`src/rtl/fwp_pkg.sv`:
```
// ----------------------------------------------------------------------------
// fwp_pkg
// Shared widths, defaults and the label cancellation test for the foldable
// word pairing block.
// ----------------------------------------------------------------------------
`default_nettype none

package fwp_pkg;

  localparam int LABEL_W         = 8;
  localparam int ROW_POS_W       = 6;
  localparam int MASK_W          = 64;
  localparam int MAX_LEN_DEFAULT = 64;

  // Two labels cancel when their signed sum is zero; -128 never cancels.
  function automatic logic labels_cancel(input logic [LABEL_W-1:0] a,
                                         input logic [LABEL_W-1:0] b);
    logic [LABEL_W:0] sum;
    sum = {a[LABEL_W-1], a} + {b[LABEL_W-1], b};
    return (sum == '0);
  endfunction

endpackage

`default_nettype wire

```
`src/rtl/fwp_label_mem.sv`:
```
// ----------------------------------------------------------------------------
// fwp_label_mem
// Label store of the current word with two registered read ports and the
// shared cancellation compare on the pair that was read.
// ----------------------------------------------------------------------------
`default_nettype none

module fwp_label_mem #(
  parameter int MAX_LEN = fwp_pkg::MAX_LEN_DEFAULT,
  parameter int AW      = (MAX_LEN > 1) ? $clog2(MAX_LEN) : 1
) (
  input  wire logic                       clk,
  input  wire logic                       wr_en,
  input  wire logic [AW-1:0]              wr_addr,
  input  wire logic [fwp_pkg::LABEL_W-1:0] wr_data,
  input  wire logic [AW-1:0]              rd_addr_a,
  input  wire logic [AW-1:0]              rd_addr_b,
  output logic                            pair_cancel
);

  logic [fwp_pkg::LABEL_W-1:0] mem [MAX_LEN];
  logic [fwp_pkg::LABEL_W-1:0] rd_a;
  logic [fwp_pkg::LABEL_W-1:0] rd_b;

  always_ff @(posedge clk) begin
    if (wr_en) begin
      mem[wr_addr] <= wr_data;
    end
    rd_a <= mem[rd_addr_a];
    rd_b <= mem[rd_addr_b];
  end

  assign pair_cancel = fwp_pkg::labels_cancel(rd_a, rd_b);

endmodule

`default_nettype wire

```
`config.mk`:
```
export PLATFORM = sky130hd
export DESIGN_NAME = fwp_label_mem
export DESIGN_NICKNAME = d
export VERILOG_FILES = /design/src/rtl/fwp_pkg.sv /design/src/rtl/fwp_label_mem.sv
export SDC_FILE = /design/constraint.sdc
export NUM_CORES = 1
export LEC_CHECK = 0
export BUFFER_PORTS_ARGS = -buffer_cell sky130_fd_sc_hd__buf_2
export CAP_MARGIN = 10
export CORE_ASPECT_RATIO = 0.75
export CORE_MARGIN = 2
export CORE_UTILIZATION = 34
export DETAILED_ROUTE_END_ITERATION = 10
export GPL_ROUTABILITY_DRIVEN = 0
export SYNTH_ARGS = -nofsm -noshare
export SYNTH_HDL_FRONTEND = slang
export SYNTH_SLANG_ARGS = --single-unit
```
`constraint.sdc`:
```
create_clock -name clk -period 2.55 [get_ports clk]
set_clock_uncertainty 0.2 [all_clocks]
set_input_delay 0.255 -clock clk [delete_from_list [all_inputs] [get_ports clk]]
set_output_delay 0.255 -clock clk [all_outputs]
set_load 0.03 [all_outputs]
```
== Word level (Yosys, flattened, before mapping) ==
Memories as Yosys holds them, arrays and structs flattened. A register that Yosys moved wholly into a read port is not among the register bits.
Cells that the tools add are included.
Storage, ports and cells
  bits in registers: 0
  bits in writable memories: 512
  input port bits: 28
  memories: 1
Cells by class
  $add $sub $neg: 1
  muxes and demuxes: 2
  reduce and logical (&&, ||, !) cells: 1
Memory list
  mem: words 64, bits a word 8, rd ports 2, clocked after Yosys merged registers in 2, wr ports 1, RTL line fwp_label_mem.sv:21  | logic [fwp_pkg::LABEL_W-1:0] mem [MAX_LEN];
Operators with widths (count)
  adder 8 x 8 -> 9 bit: 1
  logical NOT 9 bit: 1
  2-to-1 mux 1 bit: 2

== Depth between registers and ports, before layout ==
  word-level depth: 2
  gate-level depth with buffers: 9

== Worst setup path after synthesis ==
Ideal clock, no wire load.
  path type: register to output
  start point: register rd_a[0] (netlist name), read port of mem
  end point: output port pair_cancel
  data arrival time: 2.286 ns
  slack: -0.191 ns
  stages on the path, launching flop included: 7
  cell sequence: dfxtp_1 ha_1 fa_1 xor2_1 a2111oi_0 o2111ai_1 a211oi_1
Between the ends
  longest elaborated chain between the ends: 2
RTL lines
  from (decl): RTL line fwp_label_mem.sv:22  | logic [fwp_pkg::LABEL_W-1:0] rd_a;
  adder 8 x 8 -> 9 bit: RTL line fwp_pkg.sv:19  | sum = {a[LABEL_W-1], a} + {b[LABEL_W-1], b};
  logical NOT 9 bit: RTL line fwp_pkg.sv:20  | return (sum == '0);
  to (decl): RTL line fwp_label_mem.sv:18  | output logic pair_cancel
Every way passes these cells.

== Worst setup path in the final report ==
Same ends and word-level chain as after synthesis.

==> impl_metrics.csv <==
group,metric,value,unit
outcome,status,"finished, violations left",
outcome,violations,"negative setup slack",
synth,seq_area_frac_synth,0.639,
placement,portBuffers,28,
finish,final_util,0.404,
synth,synth.area.top_cells,"edfxtp_1 63%, mux4_2 26%, nor2_1 1.3%",
synth,ys_top_cells_by_count,"512 x edfxtp_1, 282 x mux4_2, 86 x nor2_1",
detailed_routing,wl,70500,um
synth,synth_top_area_frac,0.626,
synth,synth_compound_area_frac,0.0308,
clocking,clockRootBuffer,"clkbuf_16",
synth,synth_top_family_by_area,"multiplexers",
finish,seq_area,0.0157,sq mm
finish,stdcell_count,2420,
timing,setup_viol,1,
global_routing,grt_overflow,0,
timing,max_slew.worst_pin.slew,742,ps
timing,hold_viol,0,
timing,rsz0062_at_grt,"true",
global_routing,grt_pass1_wl,102000,um
synth,yosys.cell_count.top_type,"edfxtp_1",
setup_path,critPathRequiredTime,2100,ps
setup_path,crit_path_start_kind,"flip-flop",
setup_path,worst_setup_path_end_kind,"output port",
clocking,insertion_delay,600,ps
placement,hpwl,49800,um
floorplan,initial_core_util,0.343,
detailed_routing,vias,14100,
floorplan,dieHeight,237,um
detailed_routing,dr.first_iter.drc_count,1932,
floorplan,coreArea,0.0716,sq mm
synth,synthXorXnorAreaFrac,0.00107,
floorplan,pin_count,29,
clocking,post-cts-setup-buffers,0,
floorplan,dieWidth,314,um
synth,synthAdderAreaFrac,0.00489,
synth,netlist-cell-type-count,48,
finish,fill_cells,6294,
timing,slew_violations,0,
placement,place_area,0.0272,sq mm
clocking,cts.sinks,528,
setup_path,critical_path.slowest_cell,"fa_2",
timing,slew_headroom,0.505,
timing,fmax,327,MHz
floorplan,row_count,85,
synth,synth-main-ff-cell,"edfxtp_1",
setup_path,critPathBufInv,1,
setup_path,path_class,"flip-flop to output port",
finish,drive_gt1_frac,0.396,
placement,post-place-ws,-166,ps
synth,synth_mux_area_frac,0.270,
timing,setup_ws,-507,ps
synth,syn_area,0.0246,sq mm
finish,final_cell_area,0.0290,sq mm
timing,hold-worst-slack,57.6,ps
finish,syn_to_final_growth,17.9,%
detailed_routing,ant_nets,0,
setup_path,cpLargestDelayFamily,"compound AO/OA/AOI/OAI gates",
detailed_routing,avgViaCountPerCell,5.82,
min_path,hold_class,"primary input to flip-flop",
global_routing,grt_use_total,0.191,
setup_path,critPathArrivalTime,2600,ps
setup_path,cp_cell_sequence,"ha_2, fa_2, xor2_2, a2111oi_2, o2111ai_1, a211oi_2, buf_4",
run,cap_violations,0,
synth,synthesis.nets,1276,
setup_path,critPathMaxStageDelay,400,ps
power,irDropWorstVdd,0.488,mV
synth,synth_top_cell_by_area,"edfxtp_1",
finish,nNetsFinal,1460,
clocking,cts_buffers,50,
power,leakage,9.23,nW
detailed_routing,drc,0,
clocking,clockBufferDepth,3,
synth,ys_ff_latch,528,
placement,dp.cells,2319,
synth,ys_warn_count,0,
power,power_density,665,mW/mm^2
synth,synth_edf_count,512,
detailed_routing,drtPass1Iterations,6,
floorplan,die-area,0.0744,sq mm
synth,async_reset_ff_frac,0,
synth,avgSynthCellArea,19.8,sq um
clocking,cts_tree,"built",
clocking,clkTransAtPathRegs,70,ps
detailed_routing,avgRoutedWirePerCell,29.1,um
synth,yosys.area_share.simple,0.0346,
global_routing,grt_pass1_vias,14200,
global_routing,antenna_found_initial,7,
finish,multi_input_area,0.00841,sq mm
timing,period_minus_slack,3060,ps
timing,fin_crit_sh,1.20,
global_routing,grt_max_degree,65,
setup_path,crit_fanout,2,
clocking,cts_max_level,2,
synth,synthCells,1239,
-- state kept, by name, summed over array words and instances, names as in the netlist --
| register | count |
|---|---|
| rd_b | 8 |
| rd_a | 8 |
| mem | 512 |
-- worst register-to-register path, cell delays in order (launching register included) --
cell and delay (ps):
edfxtp_1 380, mux4_2 480, nor2b_1 150, a2111oi_1 510, buf_4 220, a41oi_1 80, and3_1 240
-- logic make-up after synthesis --
kind of cell | count (synthesis)
AO/OA/AOI/OAI | 113
XOR/XNOR | 3
adder cells (fa/ha/maj) | 9
buffers and inverters | 93
flip-flops | 528
multiplexers | 309
AND/OR/NAND/NOR | 184
-- per-stage QoR --
stage / total power [mW] / setup TNS (ps)
floorplan: 10.9 / 0
global placement: 11.7 / -289
detailed placement: 11.7 / -202
CTS: 19.3 / -597
global route: 19.8 / -648
finish: 19.2 / -507
-- layer usage --
metal / share of wire / track usage
met1: 0.44 / 0.293
met2: 0.43 / 0.273
met3: 0.11 / 0.0510
met4: 0.017 / 0.0409
met5: 0.00017 / 0
-- path summary, 6_finish.rpt --
path | start | to | slack [ps] | depth (start not counted)
setup / recovery | rd_a[0]$_DFF_P_ | pair_cancel | -510 | 7
hold / removal | wr_addr[0] | mem[55][7]$_DFFE_PP_ | 60 | 3
setup reg to reg | mem[45][3]$_DFFE_PP_ | rd_b[3]$_DFF_P_ | 170 | 6
hold reg to reg | mem[38][6]$_DFFE_PP_ | rd_a[6]$_DFF_P_ | 730 | 5
-- cells in the final DEF, fill, tap and decap left out, types with 4 or more instances in the layout --
| cell | netlist | layout |
|---|---|---|
| a22oi_1 | 30 | 30 |
| buf_12 | 0 | 27 |
| a21oi_1 | 14 | 13 |
| clkinvlp_4 | 0 | 5 |
| mux4_2 | 282 | 282 |
| nand2b_1 | 7 | 7 |
| nand3_1 | 15 | 15 |
| and2_1 | 4 | 4 |
| mux2i_1 | 22 | 22 |
| bufinv_16 | 0 | 6 |
| clkbuf_1 | 34 | 11 |
| dlygate4sd3_1 | 0 | 9 |
| edfxtp_1 | 512 | 512 |
| o21ai_0 | 9 | 9 |
| nor3_1 | 7 | 7 |
| nor2_1 | 86 | 86 |
| dfxtp_1 | 16 | 16 |
| clkbuf_8 | 0 | 4 |
| nor2b_1 | 14 | 14 |
| clkbuf_16 | 0 | 51 |
| buf_2 | 25 | 21 |
| nand2_1 | 30 | 30 |
| nand3b_1 | 6 | 6 |
| clkinv_1 | 0 | 12 |
| o211ai_1 | 7 | 7 |
| o22ai_1 | 25 | 25 |
| inv_1 | 5 | 5 |
| buf_4 | 16 | 161 |
| o21ai_1 | 7 | 7 |
| mux2_2 | 5 | 5 |
| ha_1 | 8 | 7 |
-- power breakdown --
part / switching, mW / internal, mW
clock network: 3.26 / 4.38
registers: 0.0387 / 9.60
logic: 1.09 / 0.871
-- what timing repair did --
item | CTS | global route
resized for setup | 7 | 2
hold buffers | 9 | 0
hold endpoints to repair | 119 | 0
setup endpoints to repair | 1 | 2
pin swaps | 5 | 3
-- final cells by class --
type / count / area share
Sequential cell: 528 / 0.542
Antenna cell: 1 / 0.0000864
Clock inverter: 25 / 0.00955
Inverter: 5 / 0.000648
Timing Repair Buffer: 220 / 0.0682
Clock buffer: 66 / 0.0474
Tap cell: 957 / 0.0414
Multi-Input combinational cell: 618 / 0.291
Note: power is estimated with default switching activity, not from simulation.
